<file path="src/hw/rtl/msf1_pkg.sv">
// ----------------------------------------------------------------------------
// msf1_pkg
// Shared constants and item types for the masked span fill unit.
// ----------------------------------------------------------------------------
package msf1_pkg;

  localparam int ROW_PIXELS = 400;
  localparam int ROW_WORDS  = 13;
  localparam int ROW_COUNT  = 240;

  localparam int WORD_PIXELS = 32;
  localparam int ROW_W       = 8;
  localparam int COL_W       = 12;
  localparam int ADDR_W      = 12;
  localparam int DATA_W      = 32;

  // clipped column 0..ROW_PIXELS and word column 0..ROW_PIXELS/32
  localparam int PIX_W     = $clog2(ROW_PIXELS + 1);
  localparam int WORDS_MAX = (ROW_PIXELS - 1) / WORD_PIXELS + 1;
  localparam int WORD_W    = $clog2(WORDS_MAX + 1);
  localparam int BIT_W     = $clog2(WORD_PIXELS);

  localparam int CMD_DEPTH = 2;
  localparam int PTR_W     = $clog2(CMD_DEPTH);
  localparam int CNT_W     = $clog2(CMD_DEPTH + 1);

  typedef struct packed {
    logic [ROW_W-1:0]        row_index;
    logic signed [COL_W-1:0] span_start;
    logic signed [COL_W-1:0] span_end;
    logic [DATA_W-1:0]       fill_pattern;
  } request_t;

  typedef struct packed {
    logic [ADDR_W-1:0] word_address;
    logic [DATA_W-1:0] write_mask;
    logic [DATA_W-1:0] write_data;
    logic              last_write;
  } result_t;

  // one classified span, ready for the write sequencer
  typedef struct packed {
    logic [ADDR_W-1:0] row_base;
    logic [WORD_W-1:0] word_first;
    logic [WORD_W-1:0] word_last;
    logic [BIT_W-1:0]  lo_first;   // first pixel inside the first word
    logic [BIT_W:0]    hi_last;    // end pixel inside the last word, 1..32
    logic              zero_len;   // empty span: single write with zero mask
    logic [DATA_W-1:0] data;
  } span_cmd_t;

endpackage

</file>
<file path="src/hw/rtl/msf1_front.sv">
// ----------------------------------------------------------------------------
// msf1_front
// Clips a span request to the row and turns it into a word-range command.
// ----------------------------------------------------------------------------
module msf1_front
  import msf1_pkg::*;
(
  input  request_t  request,
  output logic      has_writes,
  output span_cmd_t cmd
);

  logic signed [COL_W:0] x1_ext;
  logic signed [COL_W:0] x2_ext;
  logic [PIX_W-1:0]      x1_clip;
  logic [PIX_W-1:0]      x2_clip;
  logic [PIX_W-1:0]      x2_dec;
  logic                  outside;

  always_comb begin
    x1_ext  = (COL_W + 1)'(request.span_start);
    x2_ext  = (COL_W + 1)'(request.span_end);
    outside = (x2_ext < 0) || (x1_ext >= (COL_W + 1)'(ROW_PIXELS));

    x1_clip = (x1_ext < 0) ? '0 : PIX_W'(x1_ext);
    x2_clip = (x2_ext > (COL_W + 1)'(ROW_PIXELS)) ? PIX_W'(ROW_PIXELS) : PIX_W'(x2_ext);
    x2_dec  = x2_clip - PIX_W'(1);

    has_writes = !outside && (x1_clip <= x2_clip);

    cmd.row_base   = ADDR_W'(request.row_index * ROW_WORDS);
    cmd.zero_len   = (x1_clip == x2_clip);
    cmd.word_first = WORD_W'(x1_clip >> BIT_W);
    cmd.word_last  = cmd.zero_len ? cmd.word_first : WORD_W'(x2_dec >> BIT_W);
    cmd.lo_first   = x1_clip[BIT_W-1:0];
    cmd.hi_last    = (BIT_W + 1)'(x2_dec[BIT_W-1:0]) + (BIT_W + 1)'(1);
    cmd.data       = request.fill_pattern;
  end

endmodule

</file>
<file path="src/hw/rtl/msf1_cmd_fifo.sv">
// ----------------------------------------------------------------------------
// msf1_cmd_fifo
// Short command queue between span classification and the write sequencer.
// ----------------------------------------------------------------------------
module msf1_cmd_fifo
  import msf1_pkg::*;
(
  input  logic      clk,
  input  logic      rst,
  input  logic      wr_en,
  input  span_cmd_t wr_cmd,
  output logic      full,
  input  logic      rd_en,
  output logic      rd_valid,
  output span_cmd_t rd_cmd
);

  span_cmd_t        entries [CMD_DEPTH];
  logic [PTR_W-1:0] wr_ptr;
  logic [PTR_W-1:0] rd_ptr;
  logic [CNT_W-1:0] count;
  logic             do_wr;
  logic             do_rd;

  assign full     = (count == CNT_W'(CMD_DEPTH));
  assign rd_valid = (count != '0);
  assign rd_cmd   = entries[rd_ptr];
  assign do_wr    = wr_en && !full;
  assign do_rd    = rd_en && rd_valid;

  always_ff @(posedge clk) begin
    if (do_wr) begin
      entries[wr_ptr] <= wr_cmd;
    end
  end

  always_ff @(posedge clk) begin
    if (rst) begin
      wr_ptr <= '0;
      rd_ptr <= '0;
      count  <= '0;
    end else begin
      if (do_wr) begin
        wr_ptr <= (wr_ptr == PTR_W'(CMD_DEPTH - 1)) ? '0 : wr_ptr + PTR_W'(1);
      end
      if (do_rd) begin
        rd_ptr <= (rd_ptr == PTR_W'(CMD_DEPTH - 1)) ? '0 : rd_ptr + PTR_W'(1);
      end
      if (do_wr && !do_rd) begin
        count <= count + CNT_W'(1);
      end else if (do_rd && !do_wr) begin
        count <= count - CNT_W'(1);
      end
    end
  end

endmodule

</file>
<file path="src/hw/rtl/msf1_back.sv">
// ----------------------------------------------------------------------------
// msf1_back
// Write sequencer: steps through the words of a span into a single output
// register, one masked write a cycle while that register is free or popped.
// ----------------------------------------------------------------------------
module msf1_back
  import msf1_pkg::*;
(
  input  logic      clk,
  input  logic      rst,
  input  logic      cmd_valid,
  input  span_cmd_t cmd_in,
  output logic      cmd_take,
  output logic      empty,
  input  logic      pop,
  output result_t   result
);

  span_cmd_t         cmd;
  logic              active;
  logic [WORD_W-1:0] word;
  logic              out_valid;
  result_t           out_reg;

  logic              issue;
  logic              at_first;
  logic              at_last;
  logic [BIT_W:0]    lo;
  logic [BIT_W:0]    hi;
  logic [BIT_W:0]    pix;
  result_t           word_res;

  assign issue    = active && (!out_valid || pop);
  assign at_first = (word == cmd.word_first);
  assign at_last  = (word == cmd.word_last);
  assign cmd_take = cmd_valid && (!active || (issue && at_last));

  always_comb begin
    lo = at_first ? (BIT_W + 1)'(cmd.lo_first) : '0;
    hi = at_last ? cmd.hi_last : (BIT_W + 1)'(WORD_PIXELS);
    word_res.word_address = cmd.row_base + ADDR_W'(word);
    word_res.write_data   = cmd.data;
    word_res.last_write   = at_last;
    word_res.write_mask   = '0;
    pix = '0;
    // bit j holds pixel j^7: MSB-first within each byte
    for (int j = 0; j < WORD_PIXELS; j++) begin
      pix = (BIT_W + 1)'(j ^ 7);
      word_res.write_mask[j] = !cmd.zero_len && (lo <= pix) && (pix < hi);
    end
  end

  always_ff @(posedge clk) begin
    if (cmd_take) begin
      cmd <= cmd_in;
    end
    if (issue) begin
      out_reg <= word_res;
    end
  end

  always_ff @(posedge clk) begin
    if (rst) begin
      active    <= 1'b0;
      word      <= '0;
      out_valid <= 1'b0;
    end else begin
      if (cmd_take) begin
        active <= 1'b1;
        word   <= cmd_in.word_first;
      end else if (issue) begin
        if (at_last) begin
          active <= 1'b0;
        end else begin
          word <= word + WORD_W'(1);
        end
      end
      if (issue) begin
        out_valid <= 1'b1;
      end else if (pop) begin
        out_valid <= 1'b0;
      end
    end
  end

  assign empty  = !out_valid;
  assign result = out_reg;

endmodule

</file>
<file path="src/hw/rtl/masked_span_fill_1bpp_unit.sv">
// ----------------------------------------------------------------------------
// masked_span_fill_1bpp_unit
// Splits a horizontal span of a 1-bit-per-pixel row into masked word writes.
// ----------------------------------------------------------------------------
// A span request is clipped to the row and queued as a word range; the
// sequencer then emits one masked write per touched 32-pixel word, one per
// cycle unless the result is held unpopped; a span touches 1 to 13 words of
// a 400-pixel row and back-to-back spans follow without a gap. Spans wholly
// outside the row produce no writes. A two-deep command queue lets new
// requests be taken while the sequencer and its output register are busy.
module masked_span_fill_1bpp_unit
  import msf1_pkg::*;
(
  input  logic     clk,
  input  logic     rst,
  input  logic     push,
  output logic     full,
  input  request_t request,
  output logic     empty,
  input  logic     pop,
  output result_t  result
);

  logic      has_writes;
  span_cmd_t front_cmd;
  logic      q_valid;
  span_cmd_t q_cmd;
  logic      q_take;

  msf1_front u_front (
    .request    (request),
    .has_writes (has_writes),
    .cmd        (front_cmd)
  );

  msf1_cmd_fifo u_fifo (
    .clk      (clk),
    .rst      (rst),
    .wr_en    (push && has_writes),
    .wr_cmd   (front_cmd),
    .full     (full),
    .rd_en    (q_take),
    .rd_valid (q_valid),
    .rd_cmd   (q_cmd)
  );

  msf1_back u_back (
    .clk       (clk),
    .rst       (rst),
    .cmd_valid (q_valid),
    .cmd_in    (q_cmd),
    .cmd_take  (q_take),
    .empty     (empty),
    .pop       (pop),
    .result    (result)
  );

endmodule
</file>
<file path="config.mk">
export PLATFORM = sky130hd
export DESIGN_NAME = masked_span_fill_1bpp_unit
export DESIGN_NICKNAME = d
export VERILOG_FILES = /design/src/hw/rtl/msf1_pkg.sv /design/src/hw/rtl/msf1_front.sv /design/src/hw/rtl/msf1_cmd_fifo.sv /design/src/hw/rtl/msf1_back.sv /design/src/hw/rtl/masked_span_fill_1bpp_unit.sv
export SDC_FILE = /design/constraint.sdc
export NUM_CORES = 1
export LEC_CHECK = 0
export BUFFER_PORTS_ARGS = -buffer_cell sky130_fd_sc_hd__buf_2
export CORE_UTILIZATION = 50
export DETAILED_ROUTE_END_ITERATION = 16
export PLACE_DENSITY = 0.7
export SLEW_MARGIN = 20
export SYNTH_ARGS = -nofsm -noshare
export SYNTH_HDL_FRONTEND = slang
export SYNTH_SLANG_ARGS = --single-unit
</file>
<file path="constraint.sdc">
create_clock -name clk -period 6.7 [get_ports clk]
set_clock_uncertainty 0.1 [all_clocks]
set_input_delay 0.335 -clock clk [delete_from_list [all_inputs] [get_ports clk]]
set_output_delay 0.335 -clock clk [all_outputs]
set_load 0.01 [all_outputs]
</file>
Word level (Yosys, flattened, before mapping) --
Memory sizes are Yosys's and may differ from the RTL's. A register that Yosys moved wholly into a read port is not among the register bits. Cells that the tools add are included.
Storage, ports and cells: register bits 151, RAM bits 128, bits of input ports 68, output and inout port bits 79, word-level logic and storage cells 212, memories 1
Operators by class: add/sub/neg operators 8, multiply operators 1, $lt $le $gt $ge 69, equal/unequal tests 5, multiplexer cells 21, reduce and logical (&&, ||, !) cells 90
Memories:
- u_fifo.entries | depth 2, width 64, rd ports 1, clocked after Yosys merged registers in 1, wr ports 1, line msf1_cmd_fifo.sv:18 | span_cmd_t entries [CMD_DEPTH];
Operators with widths (number):
- $le 6x5->1 const B | 16
- $lt 5x6->1 const A | 16
- $logic_and 1x1->1 | 73
- $le 6x4->1 const B | 8
- $lt 4x6->1 const A | 8
- $le 6x3->1 const B | 4
- $lt 12x1->1 const B | 2
- $lt 3x6->1 const A | 4
- $mux 9 | 2
- $mux 4 | 4
- $add 12x4->12 | 1
- $ge 12x10->1 const B | 1
- $gt 12x10->1 const B | 1
- $le 6x1->1 const B | 2
- $le 6x2->1 const B | 2
- $lt 1x6->1 const A | 2
- $lt 2x6->1 const A | 2
- $mul 8x4->12 const B | 1
- $mux 1 | 11
- $reduce_bool 2->1 | 5
- $eq 9x9->1 | 1
- $le 9x9->1 | 1
- $sub 9x1->9 const B | 1
- $eq 4x4->1 | 2
- 13 further kinds | 24

Depth between registers and ports, before layout --
depth in word-level cells 10, mapped depth 14, depth with buffers taken out 14

Hierarchy --
A second synthesis with hierarchy kept.
Unflattened totals: cell total of the unflattened synthesis 798, area, all modules 12122.9 um2
Modules (own cells, without submodules):
- msf1_back | times used 1, cells an instance 370, area each 5791.8 um2, sequential area each 4354.2 um2
- msf1_cmd_fifo | times used 1, cells an instance 224, area each 4834.6 um2, sequential area each 3943.8 um2
- msf1_front | times used 1, cells an instance 203, area each 1490.2 um2, sequential area each 0.0 um2
- masked_span_fill_1bpp_unit | times used 1, cells an instance 1, area each 6.3 um2, sequential area each 0.0 um2

Worst setup path after synthesis --
OpenSTA, ideal clock, no wires.
path kind input -> register, from in request[33] in the netlist's numbering, to mem u_fifo.entries[0][0] in the netlist's numbering (enable), setup time 494 ps, data arrival time 5341 ps, data required time 6106 ps, slack 765 ps, stages on the path 10, buffers on the path 0, path through or4_1 o21ai_0 a31o_2 nand2_1 ha_1 nor2b_1 a221oi_1 o221ai_1 a21oi_1 nor2b_1
Between the ends: word-level cells in the longest chain between the ends 8, elaborated cells between the ends (all ways) 11, classes of those cells 3 x order compare; 3 x mux; 5 x reduce/logical
RTL lines:
- start, declared | line masked_span_fill_1bpp_unit.sv:18 | input request_t request,
- $gt 12x10->1 or $lt 12x1->1 (tied branches) | line msf1_front.sv:26, msf1_front.sv:23
- $mux 9 or $logic_or 1x1->1 (tied branches) | line msf1_front.sv:26, msf1_front.sv:23
- $le 9x9->1 or $logic_not 1->1 (tied branches) | line msf1_front.sv:29 | has_writes = !outside && (x1_clip <= x2_clip);
- $logic_and 1x1->1 * | line msf1_front.sv:29
- $logic_and 1x1->1 * | line masked_span_fill_1bpp_unit.sv:39 | .wr_en (push && has_writes),
- $logic_and 1x1->1 * | line msf1_cmd_fifo.sv:28 | assign do_wr = wr_en && !full;
- named net u_fifo.do_wr | line msf1_cmd_fifo.sv:22 | logic do_wr;
- $mux 1 * | line msf1_cmd_fifo.sv:32 | if (do_wr) begin
- $mux 1 (not written as such) * | line msf1_cmd_fifo.sv:33 | entries[wr_ptr] <= wr_cmd;
- end, declared | line msf1_cmd_fifo.sv:18
The timed path passes the listed nets; every way through them passes the cells marked *.

Final worst setup path --
from in request[33] in the netlist's numbering, to mem u_fifo.entries[0][21] in the netlist's numbering (enable)
Same word-level chain as after synthesis.

==> reports/summary.md <==
Die
* 155 µm — Chip Width
* 22800 µm² — core box area
* 155 µm — y dimension of the die
* 24100 µm² — Die Footprint
* 55 — row count
* 147 — number of primary I/O pins
* 51.4% — initial standard-cell utilization of the core

Drt
* 21500 µm — sum of routed wire length over all layers
* 0 — detailed-route DRC error count
* 5 — drt first pass iters
* 5.22 — number of vias per cell after detailed routing
* 0 — Routed Antenna Nets
* 16.9 µm — Wirelength per Cell
* 6634 — via count of the routed design
* 305 — DRC marker count from the first detailed-route iteration

Min path
* 2 — worst hold path stage count
* u_back.active — Worst Hold Path EP
* rst — hold path startpoint
* input port to flop — Min-Delay Path Class

Global routing
* 2.70% — global routing usage on met3
* 0 — antenna violations before repair
* 23.8% — routing usage on met1
* 33900 µm — wire length of the first global-routing pass
* 18.1% — Global Route Usage Sum
* 79 — pin count of the biggest net entering global routing
* 6571 — number of global-route vias before repair
* 30.8% — met2 demand-to-capacity share in global routing
* met2 — most used routing layer in global routing
* 0 — global route overflow

Worst setup path
* 4.26 ns — data arrival at the endpoint of the critical path
* input port — startpoint type of the worst setup path
* 44 — maximum fanout encountered on the critical timing path
* 5 — FF-to-FF path depth
* 3.83 ns — reg-to-reg setup timing slack
* u_fifo.count[0] — reg-to-reg critical path startpoint
* 6.77 ns — worst path required time
* u_fifo.entries[0][21] — worst reg2reg endpoint
* input port to flop — Worst Path Class, Setup
* flop — kind of capture point of the worst setup path
* request[33] — launch point of the worst path

Clocking
* 280 — number of sinks handled by clock tree synthesis
* 1 — H-tree level count
* 0.06 ns — Worst-path clk slew
* sky130_fd_sc_hd__clkbuf_16 — clock root buffer
* 27 — CTS buffer count
* 0 — postcts setup bufs
* yes — TritonCTS clock tree
* 3 — maximum clock insertion buffer count
* 0 — post-cts gate resize count
* 0.54 ns — clock latency on the worst-skew pair

Timing
* 62.5% — share of the clock period used by the worst path
* 0.0250 ns — worst hold margin
* 0 — final-report hold violation count
* 0.239 GHz — highest clock rate
* 4.19 ns — minimum clock period
* 0 — Final setup violation count
* false — unrepaired setup endpoints after global routing
* 0 ns — total negative slack
* 34.5% — worst slew margin relative to its limit
* 0.982 ns — Worst-Margin Slew
* 0 — count of pins over their slew limit

Power
* 1.63 mW — power dissipated by switching net loads
* 48.8% — Seq pwr share
* 29.4% — net switching share of the total power
* 396 nW/µm² — power per standard cell area
* 3.91 mW — design internal power
* 24.9% — combinational share of power
* 26.3% — clock share of power
* 5.16 nW — LEAKAGE
* 0.213 mV — worst-case vdd ir drop

Place
* 0.893 — gpl congestion
* 146 — # port buffers
* 14100 µm — detailed placer's ending HPWL
* 1188 — Placed Instances

Logic synthesis
* 0 — Synth warnings
* 11700 µm² — cell area after synthesis
* 70.7% — proportion of synthesized chip area in sequential cells
* 280 — count of state elements after synthesis
* sky130_fd_sc_hd__edfxtp_1 — cell type with the largest total area after synthesis
* 269 x sky130_fd_sc_hd__edfxtp_1, 64 x sky130_fd_sc_hd__mux2_2, 42 x sky130_fd_sc_hd__nor2_1 — Commonest cells post-synth
* sky130_fd_sc_hd__edfxtp_1 — most frequent cell after synthesis
* 63 — post-synth cell types
* 859 — number of nets produced by synthesis
* sky130_fd_sc_hd__edfxtp_1 69%, sky130_fd_sc_hd__mux2_2 6.1%, sky130_fd_sc_hd__ha_1 3.8% — main area contributors after synthesis
* 68.8% — proportion of netlist area held by the largest area contributor
* 15.7 µm² — Mean Syn Cell Area
* 749 — synthesized instance count
* sky130_fd_sc_hd__edfxtp_1 — ys flop type
* 269 — number of enable-type register cells in the synthesized netlist
* 0% — share of flip-flops with an asynchronous set or reset after synthesis

Final layout
* 19.3% — area growth from synthesis to layout
* 0 — antenna diode count
* 61.3% — post-layout util
* 28.7% — share of cells above drive strength 1
* 1701 — number of filler instances in the final layout
* 1270 — Layout Cells excl Fill
* 1048 — post-layout net count

Outcome
* finished, final reports clean — status

Job
* 0 — number of max-capacitance violations reported

repair_timing:
item                                    4_1_cts  5_1_grt
endpoints found under the setup margin        0        0
hold endpoints to repair                     68        0
hold buffers                                 34        0
cell type report:
class                           instances  area [µm²]  area share (%)
Multi-Input combinational cell        402        3190            22.7
Sequential cell                       280        8300            59.3
Timing Repair Buffer                  185        1110            7.91
Clock buffer                           31         691            4.93
Inverter                               42         166            1.19
Clock inverter                         17         164            1.17
Tap cell                              313         392            2.80
cells in the final DEF, fill, tap and decap left out, types with 6 or more instances in the layout:
cell type / n
sky130_fd_sc_hd__edfxtp_1: 269
sky130_fd_sc_hd__buf_2: 146
sky130_fd_sc_hd__mux2_2: 64
sky130_fd_sc_hd__nor2_1: 42
sky130_fd_sc_hd__inv_1: 39
sky130_fd_sc_hd__nand2_1: 37
sky130_fd_sc_hd__ha_1: 36
sky130_fd_sc_hd__dlygate4sd3_1: 34
sky130_fd_sc_hd__clkbuf_16: 27
sky130_fd_sc_hd__xnor2_1: 22
sky130_fd_sc_hd__a21oi_1: 19
sky130_fd_sc_hd__a221oi_1: 17
sky130_fd_sc_hd__o21ai_0: 15
sky130_fd_sc_hd__nor2b_1: 14
sky130_fd_sc_hd__nor3_1: 14
sky130_fd_sc_hd__nand3_1: 11
sky130_fd_sc_hd__xor2_1: 11
sky130_fd_sc_hd__dfxtp_1: 10
sky130_fd_sc_hd__clkinv_1: 9
sky130_fd_sc_hd__a211oi_1: 8
sky130_fd_sc_hd__nor4_1: 8
sky130_fd_sc_hd__nand2b_1: 7
sky130_fd_sc_hd__a21o_1: 7
sky130_fd_sc_hd__fa_1: 6
worst max-delay path, stage by stage:
cell and delay (ns):
sky130_fd_sc_hd__buf_2 0.12, sky130_fd_sc_hd__or4_1 0.59, sky130_fd_sc_hd__o21ai_0 0.25, sky130_fd_sc_hd__a31o_2 0.27, sky130_fd_sc_hd__nand2_1 0.10, sky130_fd_sc_hd__ha_1 0.32, sky130_fd_sc_hd__nor2b_1 0.14, sky130_fd_sc_hd__a221oi_1 0.33
sky130_fd_sc_hd__o221ai_1 0.24, sky130_fd_sc_hd__a21oi_1 0.28, sky130_fd_sc_hd__nor2b_4 0.61, sky130_fd_sc_hd__buf_4 0.61
cells by family after synthesis:
family	share of synthesized area (%)
adder cells (fa/ha/maj)	4.86
AO/OA/AOI/OAI	5.65
flip-flops	70.7
buffers and inverters	2.28
AND/OR/NAND/NOR	7.47
XOR/XNOR	2.60
multiplexers	6.48
per-stage QoR:
| stage | cell area (µm²) | power, mW | worst slack (ns) |
|---|---|---|---|
| 5_1_grt | 14000 | 5.82 | 2.23 |
| 2_1_floorplan | 11700 | 3.66 | 0.765 |
| 6_report | 14000 | 5.55 | 2.51 |
| 3_3_place_gp | 12800 | 4.08 | 2.03 |
| 3_5_place_dp | 12800 | 4.12 | 1.96 |
| 4_1_cts | 14000 | 5.60 | 2.52 |
per-layer routing:
metal | routed length [µm] | part of all wire (%) | vias to the layer above
met2 | 10500 | 49 | 194
met4 | 499 | 2.3 | 0
li1 | - | - | 3211
met3 | 980 | 4.6 | 34
met5 | 0 | 0 | -
met1 | 9460 | 44 | 3195
power by group through the flow:
stage	clock, mW	combinational, mW	sequential (mW)
2_1_floorplan	0	0.913	2.75
3_3_place_gp	0	1.36	2.73
3_5_place_dp	0	1.38	2.74
4_1_cts	1.49	1.40	2.70
5_1_grt	1.56	1.52	2.75
6_report	1.46	1.38	2.71
state kept, by name, indices dropped and copies added (netlist names), named ones only:
| signal | count |
|---|---|
| u_back.result | 77 |
| u_back.word | 4 |
| u_fifo.rd_ptr | 1 |
| u_fifo.entries | 128 |
| u_fifo.count | 2 |
| u_back.cmd | 64 |
| u_back.active | 1 |
| u_back.out_valid | 1 |
| u_fifo.wr_ptr | 1 |
how the worst max path moves through the flow:
| stage | end | slack [ns] | depth (start not counted) |
|---|---|---|---|
| 2_1_floorplan | u_fifo.entries[0][0] | 0.76 | 10 |
| 5_1_grt | u_fifo.entries[0][29] | 2.23 | 12 |
| 3_5_place_dp | u_fifo.entries[0][5] | 1.96 | 12 |
| 3_3_place_gp | u_fifo.entries[0][5] | 2.03 | 12 |
| 6_report | u_fifo.entries[0][21] | 2.51 | 12 |
| 4_1_cts | u_fifo.entries[0][20] | 2.52 | 12 |
Power figures use the tool's default switching activity.
